--- src/rtl/core/qpd_pkg.sv ---
// shared types, constants and helpers for the quoted-printable decoder
package qpd_pkg;

  localparam logic [7:0] EqChar  = 8'h3D;
  localparam logic [7:0] CrChar  = 8'h0D;
  localparam logic [7:0] LfChar  = 8'h0A;
  localparam logic [7:0] UpperA  = 8'h41;
  localparam logic [7:0] DigOffs = 8'h30;
  localparam logic [7:0] LetOffs = 8'h37;

  typedef enum logic [1:0] {
    QPD_PASS        = 2'd0,
    QPD_AFTER_EQ    = 2'd1,
    QPD_SECOND      = 2'd2,
    QPD_AFTER_BREAK = 2'd3
  } qpd_mode_e;

  typedef struct packed {
    logic [7:0] in_byte;
    logic       is_last;
  } qpd_in_t;

  typedef struct packed {
    logic       has_byte;
    logic [7:0] out_byte;
    logic       end_of_text;
  } qpd_out_t;

  typedef struct packed {
    qpd_mode_e  mode;
    logic [3:0] high_nibble;
  } qpd_state_t;

  // signed-char style nibble: bytes at or above 0x80 take the digit offset
  function automatic logic [3:0] nibble_of(input logic [7:0] c);
    logic [7:0] v;
    if ((c < UpperA) || c[7]) begin
      v = c - DigOffs;
    end else begin
      v = c - LetOffs;
    end
    return v[3:0];
  endfunction

  function automatic logic is_break(input logic [7:0] c);
    return (c == CrChar) || (c == LfChar);
  endfunction

endpackage

--- src/rtl/core/quoted_printable_decoder_unit.sv ---
// quoted-printable decoder top level: input register, decode, result register
//
// Input channel: in_valid_i / in_stall_o carry one text byte per request with
// an is_last flag on the final byte. Output channel: out_valid_o / out_stall_i
// carry exactly one result per input request: has_byte tells whether out_byte
// holds a decoded byte (it is zero otherwise), end_of_text copies is_last.
// Each accepted request passes through the input register and then the result
// register on its way to the output port. The decode state (mode and pending
// high nibble) updates as a byte moves from the input register into the
// result register, so one byte per cycle is sustained while out_stall_i is low.
// An "=" followed by cr or lf is a soft break and gives an empty result, as do
// the "=" and first hex character of an escape; an escape cut off by is_last
// gives nothing and the next byte starts a fresh text.
// Reset empties both registers and returns to pass-through mode. When the
// receiver stalls, the result is held; the input register still takes one
// more request, then in_stall_o rises until the result is taken.
module quoted_printable_decoder_unit (
  input  logic              clk_i,
  input  logic              rst_ni,
  input  logic              in_valid_i,
  output logic              in_stall_o,
  input  qpd_pkg::qpd_in_t  in_data_i,
  output logic              out_valid_o,
  input  logic              out_stall_i,
  output qpd_pkg::qpd_out_t out_data_o
);

  logic                in_valid_q;
  qpd_pkg::qpd_in_t    in_q;
  logic                out_valid_q;
  qpd_pkg::qpd_out_t   out_q;
  qpd_pkg::qpd_state_t state_q, state_d;
  qpd_pkg::qpd_out_t   result;
  logic                out_free;
  logic                advance;
  logic                in_take;

  assign out_free = !out_valid_q || !out_stall_i;
  assign advance  = in_valid_q && out_free;
  assign in_take  = in_valid_i && !in_stall_o;
  assign in_stall_o = in_valid_q && !out_free;

  qpd_decode u_decode (
    .state_i  (state_q),
    .data_i   (in_q),
    .state_o  (state_d),
    .result_o (result)
  );

  always_ff @(posedge clk_i or negedge rst_ni) begin
    if (!rst_ni) begin
      in_valid_q          <= 1'b0;
      out_valid_q         <= 1'b0;
      state_q.mode        <= qpd_pkg::QPD_PASS;
      state_q.high_nibble <= 4'h0;
    end else begin
      if (in_take) begin
        in_valid_q <= 1'b1;
      end else if (advance) begin
        in_valid_q <= 1'b0;
      end
      if (advance) begin
        out_valid_q <= 1'b1;
        state_q     <= state_d;
      end else if (out_free) begin
        out_valid_q <= 1'b0;
      end
    end
  end

  always_ff @(posedge clk_i) begin
    if (in_take) begin
      in_q <= in_data_i;
    end
    if (advance) begin
      out_q <= result;
    end
  end

  assign out_valid_o = out_valid_q;
  assign out_data_o  = out_q;

endmodule

--- src/rtl/core/qpd_decode.sv ---
// next-state and result logic for one text byte
module qpd_decode (
  input  qpd_pkg::qpd_state_t state_i,
  input  qpd_pkg::qpd_in_t    data_i,
  output qpd_pkg::qpd_state_t state_o,
  output qpd_pkg::qpd_out_t   result_o
);

  logic       brk;
  logic       eq;

  assign brk = qpd_pkg::is_break(data_i.in_byte);
  assign eq  = (data_i.in_byte == qpd_pkg::EqChar);

  always_comb begin
    state_o           = state_i;
    result_o.has_byte = 1'b0;
    result_o.out_byte = 8'h00;
    result_o.end_of_text = data_i.is_last;

    unique case (state_i.mode)
      qpd_pkg::QPD_AFTER_EQ: begin
        if (brk) begin
          state_o.mode = qpd_pkg::QPD_AFTER_BREAK;
        end else begin
          state_o.high_nibble = qpd_pkg::nibble_of(data_i.in_byte);
          state_o.mode        = qpd_pkg::QPD_SECOND;
        end
      end
      qpd_pkg::QPD_SECOND: begin
        result_o.has_byte = 1'b1;
        result_o.out_byte = {state_i.high_nibble, qpd_pkg::nibble_of(data_i.in_byte)};
        state_o.mode      = qpd_pkg::QPD_PASS;
      end
      qpd_pkg::QPD_AFTER_BREAK: begin
        // one more cr or lf after the soft break is swallowed
        if (brk) begin
          state_o.mode = qpd_pkg::QPD_PASS;
        end else if (eq) begin
          state_o.mode = qpd_pkg::QPD_AFTER_EQ;
        end else begin
          state_o.mode      = qpd_pkg::QPD_PASS;
          result_o.has_byte = 1'b1;
          result_o.out_byte = data_i.in_byte;
        end
      end
      default: begin
        if (eq) begin
          state_o.mode = qpd_pkg::QPD_AFTER_EQ;
        end else begin
          result_o.has_byte = 1'b1;
          result_o.out_byte = data_i.in_byte;
        end
      end
    endcase

    // end of text drops any unfinished escape
    if (data_i.is_last) begin
      state_o.mode        = qpd_pkg::QPD_PASS;
      state_o.high_nibble = 4'h0;
    end
  end

endmodule

--- config.mk ---
export PLATFORM = sky130hd
export DESIGN_NAME = quoted_printable_decoder_unit
export DESIGN_NICKNAME = d
export VERILOG_FILES = /design/src/rtl/core/qpd_pkg.sv /design/src/rtl/core/quoted_printable_decoder_unit.sv /design/src/rtl/core/qpd_decode.sv
export SDC_FILE = /design/constraint.sdc
export NUM_CORES = 1
export LEC_CHECK = 0
export ABC_AREA = 1
export CAP_MARGIN = 5
export CORE_UTILIZATION = 60
export CTS_BUF_LIST = sky130_fd_sc_hd__clkbuf_16
export DETAILED_ROUTE_END_ITERATION = 12
export DONT_BUFFER_PORTS = 1
export PLACE_DENSITY = 0.76
export SETUP_SLACK_MARGIN = 0.5
export SLEW_MARGIN = 20
export SYNTH_ARGS = -nofsm -noshare
export SYNTH_HDL_FRONTEND = slang
export SYNTH_SLANG_ARGS = --single-unit
--- constraint.sdc ---
create_clock -name clk_i -period 2.4 [get_ports clk_i]
set_clock_uncertainty 0.2 [all_clocks]
set_input_delay 0 -clock clk_i [delete_from_list [all_inputs] [get_ports clk_i]]
set_output_delay 0 -clock clk_i [all_outputs]
set_load 0.02 [all_outputs]
==> flow_metrics.tcl, run 1 <==
set metrics [dict create \
    status "completed" \
    drc 0 \
    grt_max_degree 15 \
    wl_per_cell_um 13.87 \
    cp_max_fo 4 \
    place_hpwl_mm 1.848 \
    setup_violations 0 \
    numPortBuffers 0 \
    max_slew.worst_pin.slew_ns 0.3928 \
    drv_slew 0 \
    die_area_mm2 0.002494 \
    syn_area_mm2 0.001379 \
    die_y_um 49.94 \
    syn_inst 152 \
    synth-seq-cells 27 \
    ir_drop_v 0.0006302 \
    setup_tns_ns 0 \
    drt-total-wl_mm 2.801 \
    clockBufferDepth 2 \
    nets 193 \
    tritoncts "done" \
    layout-drive-gt1-share 0.1600 \
    power_density_mw_per_mm2 888.8 \
    maxCapViolCount 0 \
    detail_route.first_pass.iterations 4 \
    drtIter0Drc 40 \
    worst_path_most_repeated_cell "nand3_1" \
    clk_pin_slew_ns 0.06 \
    grt_pass1_wl_mm 4.443 \
    num_rows 16 \
    worstSetupPathType "reg -> reg" \
    max_clock_freq_ghz 0.5472 \
    synthToLayoutAreaGrowth_pct 21.05 \
    hold_violations 0 \
    rsz0062_at_grt "false" \
    antenna_left 0 \
    cts_made_buffers 3 \
    power.leakage_nw 0.7458 \
    place_ws_ns 0.4882 \
    synth.distinct_cells 20 \
    cts_sinks 27 \
    place_congestion 0.8741 \
    setup_ws_ns 0.5726 \
    hp-class "in -> reg" \
    grt_usage 0.2459 \
    io_pins 25 \
    timing.final.crit_share 0.7614 \
    root_buffer "clkbuf_16" \
    max_stage_delay_ns 0.45 \
    path_cells "buf_4, buf_4, ha_1, xnor2_1, nand3_1, nand3_1, nand3_1" \
    dp_cells 180 \
    total_power_mw 1.483 \
    grt.overflow.total 0 \
    period_minus_slack_ns 1.827 \
    via_per_inst 5.530 \
    yosys_warnings 0 \
    first_global_vias 1020 \
    fin_cells 202 \
    initial_core_util 0.6687 \
    core_mm2 0.002062 \
    slowest_stage "edfxtp_1" \
    yosysSeqAreaShare 0.5590 \
    critPathLaunchType "flip-flop" \
    relSlewSlack 0.7378 \
    synth_area_per_cell_um2 9.071 \
    diodes 0 \
    timing.hold.ws_ns 0.1673 \
    dieWidth_um 49.94 \
    htree_levels 1 \
    crit_path_end_kind "flip-flop" \
    vias 1117 \
    grt_antenna_before_repair 0 \
    clock_latency_ns 0.26 \
    synth_nets 169 \
    required_ns 2.21 \
    cp.arrival_ns 1.64 \
]
## where the power goes
group	total, mW	switching [mW]	internal (mW)
clock	0.363	0.141	0.223
combinational	0.370	0.232	0.138
sequential	0.750	0.120	0.629
total	1.48	0.494	0.990
## worst max-delay path, delay by kind of cell, from the launching register on
| kind | cells | cell delay [ns] |
|---|---|---|
| xor gates and xnor gates | 1 | 0.13 |
| adders and majority gates | 1 | 0.20 |
| DFF | 1 | 0.45 |
| buffers and inverters | 2 | 0.31 |
| and+or+nand+nor | 3 | 0.28 |
## registers in the layout (all words and copies together) (netlist names)
signal,count
out_data_o,10
in_q,9
state_q,6
in_valid_q,1
out_valid_o,1
## cell usage after synthesis
cell / count / area [um^2]
dfrtp_1: 8 / 200.2
nor2_1: 8 / 30.03
nor2_2: 5 / 31.28
o21ai_0: 5 / 25.02
ha_1: 4 / 50.05
inv_1: 14 / 52.55
or2_1: 1 / 6.260
nand3_1: 18 / 90.09
inv_2: 3 / 11.26
a21oi_1: 1 / 5.000
buf_6: 1 / 11.26
edfxtp_1: 19 / 570.6
nand2_1: 50 / 187.7
o21ai_1: 2 / 10.01
nand3_2: 2 / 20.02
nand2_2: 4 / 25.02
nor2_4: 1 / 11.26
nand3b_1: 1 / 7.510
nand4_1: 4 / 25.02
xnor2_1: 1 / 8.760
## layout make-up
class                   count  area, um^2
flip-flops and latches     27       770.7
multi-input cells         107       539.3
fillers                   112       392.9
repair buffers             20       182.7
clock buffers               3       75.07
inverters                  17       63.81
well taps                  27       33.78
clock inverters             1       3.754
## through the flow
stage / instance area [um^2] / util
floorplan: 1383 / -
detailed placement: 1420 / 0.6887
global placement: 1420 / 0.6887
global route: 1669 / 0.8095
CTS: 1652 / 0.8010
finish: 1669 / 0.8095
## cells by family (layout without fill, tap and decap cells)
group                      after synthesis  in the layout  synth area share
and+or+nand+nor                         94             94            0.3149
DFF                                     27             27            0.5590
buffers and inverters                   18             41           0.05445
AOI/OAI and AO/OA                        8              8           0.02903
adders and majority gates                4              4           0.03630
xor gates and xnor gates                 1              1          0.006353
## metal layers
| layer | track usage | up-vias | wire length (um) |
|---|---|---|---|
| met5 | 0 | - | 0 |
| met4 | 0.07619 | 0 | 39 |
| met3 | 0.03086 | 6 | 137 |
| met2 | 0.4595 | 55 | 1469 |
| met1 | 0.2880 | 511 | 1154 |
| li1 | - | 545 | - |
## path summary, 6_finish.rpt
kind                            depth (start not counted)         start            end  slack, ns
min in group asynchronous                               2        rst_ni     state_q[4]       0.42
worst min-delay path                                    1  in_data_i[2]        in_q[2]       0.17
max in group asynchronous                               2        rst_ni     state_q[2]       1.31
worst min register to register                          0       in_q[0]  out_data_o[0]       0.31
worst max-delay path                                    7       in_q[1]  out_data_o[3]       0.57
worst max register to register                          7       in_q[1]  out_data_o[3]       0.57
## placed cells by master, fill, tap and decap left out
cell type	netlist	layout
nand2_1	50	49
edfxtp_1	19	19
nand3_1	18	18
inv_1	14	14
dlygate4sd3_1	0	13
nor2_1	8	8
dfrtp_1	8	8
buf_4	0	7
nand2_2	4	5
nor2_2	5	5
o21ai_0	5	5
inv_2	3	4
nand4_1	4	4
ha_1	4	4
clkbuf_16	0	3
nand3_2	2	2
o21ai_1	2	2
nor2_4	1	1
or2_1	1	1
xnor2_1	1	1
nand3b_1	1	1
a21oi_2	0	1
## what timing repair did
action                                  CTS  global route
endpoints found under the setup margin    1             1
setup buffers                             3             2
hold buffers                             13             0
hold endpoints to repair                 38             0
gates resized for setup                   0             2
Power figures use the tool's default switching activity.
==> run 2: changes to the inputs <==
- ABC_AREA: 1 -> 0
- clock period: 2.4 -> 1.7 ns (I/O delays scaled with it)
==> flow_metrics.tcl, run 2 <==
set metrics [dict create \
    die_y_um 48.30 \
    synth.top_cells.by_area "edfxtp_1 (44%), dfrtp_1 (16%), ha_1 (3.9%)" \
    post_cts_resized 16 \
    place_hpwl_mm 2.004 \
    place_congestion 0.8533 \
    cts_made_buffers 3 \
    synth_nets 119 \
    yosysMostFrequentCell "edfxtp_1" \
    synth_top_area_frac 0.4436 \
    synth-main-ff-cell "edfxtp_1" \
    cts_hold_buffers 13 \
    synth-seq-cells 27 \
    yosys_warnings 0 \
    initial_core_util 0.6490 \
    status "aborted with a tool error" \
    num_rows 16 \
    async_flop_share 0.2963 \
    numPortBuffers 0 \
    yosysTopAreaCell "edfxtp_1" \
    htree_levels 1 \
    synth_area_per_cell_um2 12.61 \
    cts_sinks 27 \
    haltStage "4_1_cts" \
    dp_cells 151 \
    yosysSeqAreaShare 0.5992 \
    synth_common_cells "edfxtp_1 (19), dfrtp_1 (8), inv_1 (6), nor2_1 (6)" \
    synth.distinct_cells 39 \
    dieWidth_um 48.30 \
    syn_inst 102 \
    post_cts_buffers 10 \
    io_pins 25 \
    place_ws_ns -0.4967 \
    root_buffer "clkbuf_16" \
    syn_area_mm2 0.001286 \
    clockBufferDepth 2 \
    synth_edf_count 19 \
    error "[ERROR DPL-0033] detailed placement checks failed during check placement." \
]
[run 2: cell types whose count changed after synthesis, sizes merged, moves of 3 or more]
cell | before | now
nand3 | 20 | 3
a22o | 0 | 5
nand4 | 4 | 1
nor3 | 0 | 3
nor2 | 14 | 6
nand2b | 0 | 3
nand2 | 54 | 4
o2bb2ai | 0 | 5
nor2b | 0 | 3
inv | 17 | 6
[run 2: metrics by stage]
step	util	setup TNS, ns	area, um^2
2_1_floorplan	-	-2.789	1363
3_3_place_gp	0.7973	-3.105	1580
3_5_place_dp	0.7973	-4.133	1580
[run 2: kinds of logic after synthesis]
| family | after synthesis | synth area share |
|---|---|---|
| and+or+nand+nor | 33 | 0.1459 |
| AOI/OAI and AO/OA | 27 | 0.1693 |
| DFF | 27 | 0.5992 |
| buffers and inverters | 8 | 0.02431 |
| adders and majority gates | 4 | 0.03891 |
| muxes | 2 | 0.01556 |
| xor gates and xnor gates | 1 | 0.006811 |
==> run 3: changes to the inputs <==
- CORE_AREA: unset -> 2 2 63 65
- CORE_UTILIZATION: 60 -> unset
- CTS_BUF_LIST: sky130_fd_sc_hd__clkbuf_16 -> unset
- DIE_AREA: unset -> 0 0 65 67
- PLACE_DENSITY: 0.76 -> unset
- PLACE_DENSITY_LB_ADDON: unset -> 0.15
- SETUP_SLACK_MARGIN: 0.5 -> unset
==> flow_metrics.tcl, run 3 <==
set metrics [dict create \
    layout-drive-gt1-share 0.4452 \
    yosysTopAreaCell "edfxtp_1" \
    slowest_stage "or3b_4" \
    drv_slew 0 \
    vias 1035 \
    r2r-end "state_q[2]" \
    num_rows 22 \
    synth_common_cells "edfxtp_1 (19), dfrtp_1 (8), inv_1 (6), nor2_1 (6)" \
    setup.worst_path.end "state_q[2]" \
    hold-path-cell-count 2 \
    grt_util_met1 0.1651 \
    max_stage_delay_ns 0.43 \
    period_minus_slack_ns 2.136 \
    path_cells "or3b_4, buf_6, o41a_1, or3b_1, o211ai_2" \
    yosysMostFrequentCell "edfxtp_1" \
    first_global_vias 1042 \
    antenna_left 0 \
    max_clock_freq_ghz 0.4682 \
    place_hpwl_mm 2.046 \
    final_cell_mix "buf_4 (34), edfxtp_1 (19), dlygate4sd3_1 (14), dfrtp_1 (8), a22o_1 (5)" \
    numPortBuffers 0 \
    maxCapViolCount 0 \
    tritoncts "done" \
    synth.distinct_cells 39 \
    multiInputGateArea_um2 658.1 \
    relSlewSlack 0.7376 \
    yosys_warnings 0 \
    die_y_um 67 \
    nets 173 \
    dieWidth_um 65 \
    cp.arrival_ns 2.14 \
    startpoint "in_q[8]" \
    status "finished, violations left" \
    cts_sinks 27 \
    power_density_mw_per_mm2 726.8 \
    timing.final.crit_share 1.256 \
    synth-main-ff-cell "edfxtp_1" \
    final_common_cell "buf_4" \
    cp_max_fo 4 \
    fin_cells 203 \
    grt_use_met3 0.02703 \
    synth_nets 119 \
    initial_core_util 0.3567 \
    root_buffer "clkbuf_8" \
    synth_area_per_cell_um2 12.61 \
    synthToLayoutAreaGrowth_pct 54.48 \
    syn_area_mm2 0.001286 \
    place_congestion 0.7541 \
    io_pins 25 \
    via_per_inst 5.099 \
    worst_r2r_startpoint "in_q[8]" \
    rsz0062_at_grt "true" \
    grt_antenna_before_repair 0 \
    nFillCells 307 \
    synth.top_cells.by_area "edfxtp_1 (44%), dfrtp_1 (16%), ha_1 (3.9%)" \
    top_usage_layer "met2" \
    ir_drop_v 0.0004709 \
    crit_path_end_kind "flip-flop" \
    r2r_slack_ns -0.44 \
    grt.overflow.total 0 \
    cts_made_buffers 3 \
    worstSetupPathType "reg -> reg" \
    core_mm2 0.003606 \
    clockBufferDepth 2 \
    use_met2 0.2745 \
    reg2regPathDepth 5 \
    hp-class "in -> out" \
    max_slew.worst_pin.slew_ns 0.3923 \
    drtIter0Drc 59 \
    synth_edf_count 19 \
    largest_reg_flops 10 \
    seq_area_um2 770.7 \
    clk_pin_slew_ns 0.10 \
    grt_pass1_wl_mm 4.726 \
    power.leakage_nw 0.7849 \
    critPathLaunchType "flip-flop" \
    drt-total-wl_mm 2.824 \
    htree_levels 1 \
    grt_max_degree 16 \
    violations "negative setup slack" \
    drc 0 \
    dpl_cell_area_mm2 0.001580 \
    final_util 0.5510 \
    synth-seq-cells 27 \
    design_area_mm2 0.001987 \
    yosysSeqAreaShare 0.5992 \
    hold_violations 0 \
    grt_usage 0.1470 \
    wl_per_cell_um 13.91 \
    die_area_mm2 0.004355 \
    required_ns 1.70 \
    place_ws_ns -0.4845 \
    synth_top_area_frac 0.4436 \
    diodes 0 \
    setup_tns_ns -3.958 \
    detail_route.first_pass.iterations 4 \
    setup_ws_ns -0.4358 \
    syn_inst 102 \
    clock_latency_ns 0.27 \
    async_flop_share 0.2963 \
    setup_violations 12 \
    dp_cells 176 \
]
run 3: cell counts after synthesis:
Identical to the previous run, type by type.
run 3: metrics by stage:
stage	hold slack [ns]	power (mW)
after global placement	-0.4954	1.008
after CTS	0.009047	1.435
after detailed placement	-0.4954	1.012
final	0.007496	1.444
after global routing	0.05157	1.511
after floorplan	-0.4956	0.9328
run 3: area by class of cell:
cell class | instances | share of cell area
flip-flops and latches | 27 | 0.3879
clock buffers | 3 | 0.02078
repair buffers | 51 | 0.2160
well taps | 48 | 0.03023
multi-input cells | 67 | 0.3312
inverters | 6 | 0.01133
clock inverters | 1 | 0.002519
run 3: what timing repair did:
action	CTS	global route
buffers inserted	5	6
setup endpoints to repair	12	14
hold buffers	14	0
pin swaps	10	9
gates cloned	0	0
resized for setup	18	16
endpoints found under the hold margin	32	0
run 3: worst min path at each step:
stage	startpoint	end	slack, ns
finish	out_stall_i	in_stall_o	0.007
global route	out_stall_i	in_stall_o	0.05
CTS	out_stall_i	in_stall_o	0.009
detailed placement	rst_ni	out_valid_o	-0.50
global placement	rst_ni	out_valid_o	-0.50
floorplan	rst_ni	in_valid_q	-0.50
run 3: cell families (layout without fill, tap and decap cells):
kind of cell | after synthesis | after routing | synth area share
compound gates | 27 | 27 | 0.1693
xor+xnor | 1 | 1 | 0.006811
fa+ha+maj | 4 | 4 | 0.03891
buf+inv | 8 | 61 | 0.02431
flops | 27 | 27 | 0.5992
mux | 2 | 2 | 0.01556
simple gates | 33 | 33 | 0.1459
run 3: critical path, delay by kind of cell, from the launching register on:
kind            cells  cell delay (ns)
compound gates      2             0.49
buf+inv             1             0.13
flops               1             0.40
simple gates        2             0.84
run 3: power breakdown:
| group | total (mW) | switching [mW] | leakage [nW] | internal, mW |
|---|---|---|---|---|
| Clock | 0.369 | 0.204 | 0.0255 | 0.164 |
| Combinational | 0.258 | 0.119 | 0.478 | 0.139 |
| Sequential | 0.818 | 0.0513 | 0.281 | 0.766 |
run 3: per-layer routing:
layer / wire length [um] / vias to the layer above
li1: - / 496
met5: 0 / -
met4: 40 / 0
met3: 79 / 4
met2: 1492 / 26
met1: 1211 / 509
==> run 4: changes to the inputs <==
- CTS_BUF_LIST: unset -> sky130_fd_sc_hd__clkbuf_16
==> flow_metrics.tcl, run 4 (synthesis results as in run 3) <==
set metrics [dict create \
    layout-drive-gt1-share 0.3851 \
    io_pins 25 \
    num_rows 22 \
    place_congestion 0.7541 \
    place_hpwl_mm 2.046 \
    setup_tns_ns -3.461 \
    worstSetupPathType "reg -> reg" \
    grt_max_degree 16 \
    clock_latency_ns 0.27 \
    antenna_left 0 \
    critPathLaunchType "flip-flop" \
    place_ws_ns -0.4845 \
    wl_per_cell_um 14.28 \
    final_cell_mix "buf_4 (28), edfxtp_1 (19), dlygate4sd3_1 (14), dfrtp_1 (8), a22o_1 (5)" \
    htree_levels 1 \
    status "finished, violations left" \
    diodes 0 \
    hp-class "in -> out" \
    clk_pin_slew_ns 0.06 \
    grt_antenna_before_repair 0 \
    vias 1003 \
    first_global_vias 1057 \
    initial_core_util 0.3567 \
    final_common_cell "buf_4" \
    dp_cells 176 \
    die_area_mm2 0.004355 \
    detail_route.first_pass.iterations 6 \
    tritoncts "done" \
    largest_reg_flops 10 \
    via_per_inst 5.117 \
    period_minus_slack_ns 2.122 \
    rsz0062_at_grt "true" \
    cp.arrival_ns 1.94 \
    grt_pass1_wl_mm 4.809 \
    clockBufferDepth 2 \
    nFillCells 296 \
    setup_violations 11 \
    setup_ws_ns -0.4219 \
    power.leakage_nw 0.7547 \
    crit_path_end_kind "flip-flop" \
    drtIter0Drc 47 \
    design_area_mm2 0.001946 \
    cp_max_fo 3 \
    timing.final.crit_share 1.248 \
    dieWidth_um 65 \
    fin_cells 196 \
    power_density_mw_per_mm2 824.7 \
    max_slew.worst_pin.slew_ns 0.4083 \
    required_ns 1.52 \
    maxCapViolCount 0 \
    dpl_cell_area_mm2 0.001580 \
    relSlewSlack 0.7269 \
    grt.overflow.total 0 \
    drt-total-wl_mm 2.798 \
    grt_usage 0.1514 \
    ir_drop_v 0.0003726 \
    root_buffer "clkbuf_16" \
    final_util 0.5396 \
    die_y_um 67 \
    core_mm2 0.003606 \
    synthToLayoutAreaGrowth_pct 51.26 \
    numPortBuffers 0 \
    drc 0 \
    violations "negative setup slack" \
    drv_slew 0 \
    hold_violations 0 \
    r2r_slack_ns -0.42 \
    cts_sinks 27 \
    max_clock_freq_ghz 0.4713 \
    cts_made_buffers 3 \
    nets 166 \
    total_power_mw 1.605 \
    timing.hold.ws_ns 0.007180 \
]
==> run 4: changes by cell type in the layout (fill, tap and decap cells not counted), sizes merged <==
cell	previous run	this run
buf	37	30
==> run 4: layout make-up <==
| type | count | area (um^2) | area share |
|---|---|---|---|
| multi-input combinational | 67 | 639.4 | 0.3286 |
| timing repair buffer | 44 | 372.9 | 0.1916 |
| tap | 48 | 60.06 | 0.03087 |
| sequential | 27 | 770.7 | 0.3961 |
| clock inverter | 1 | 5.005 | 0.002572 |
| inverter | 6 | 22.52 | 0.01158 |
| clock buffer | 3 | 75.07 | 0.03859 |
==> run 4: power by group <==
group | internal [mW] | total, mW | switching (mW)
sequential | 0.767 | 0.817 | 0.0503
clock | 0.318 | 0.543 | 0.225
combinational | 0.131 | 0.245 | 0.113
==> run 4: metal layers <==
metal | global-route usage | vias up | routed length [um] | share of wire
met5 | 0 | - | 0 | 0
met4 | 0.08777 | 0 | 73 | 0.026
met3 | 0.04054 | 8 | 102 | 0.036
met2 | 0.2680 | 26 | 1427 | 0.51
met1 | 0.1619 | 484 | 1195 | 0.43
li1 | - | 485 | - | -
==> run 4: worst paths after layout <==
kind	start	endpoint	cells past startpoint
min reg2reg	in_valid_q	out_valid_o	1
max reg2reg	in_q[1]	out_data_o[2]	6
max	in_q[1]	out_data_o[2]	6
min	out_stall_i	in_stall_o	2
max in group asynchronous	rst_ni	state_q[0]	2
min in group asynchronous	rst_ni	in_valid_q	2
==> run 4: repair_timing <==
action                                  CTS  global route
hold endpoints to repair                 32             0
setup buffers                             3             0
pin swaps                                 7             2
endpoints found under the setup margin   12            14
hold buffers                             14             0
gates resized for setup                  15            13
gates cloned                              0             0
==> run 4: worst max-delay path: stages (launching register included) <==
cell,delay [ns]
edfxtp_1,0.40
inv_2,0.13
ha_4,0.13
or4b_4,0.48
o21ai_4,0.18
mux2i_2,0.27
o2bb2ai_2,0.08
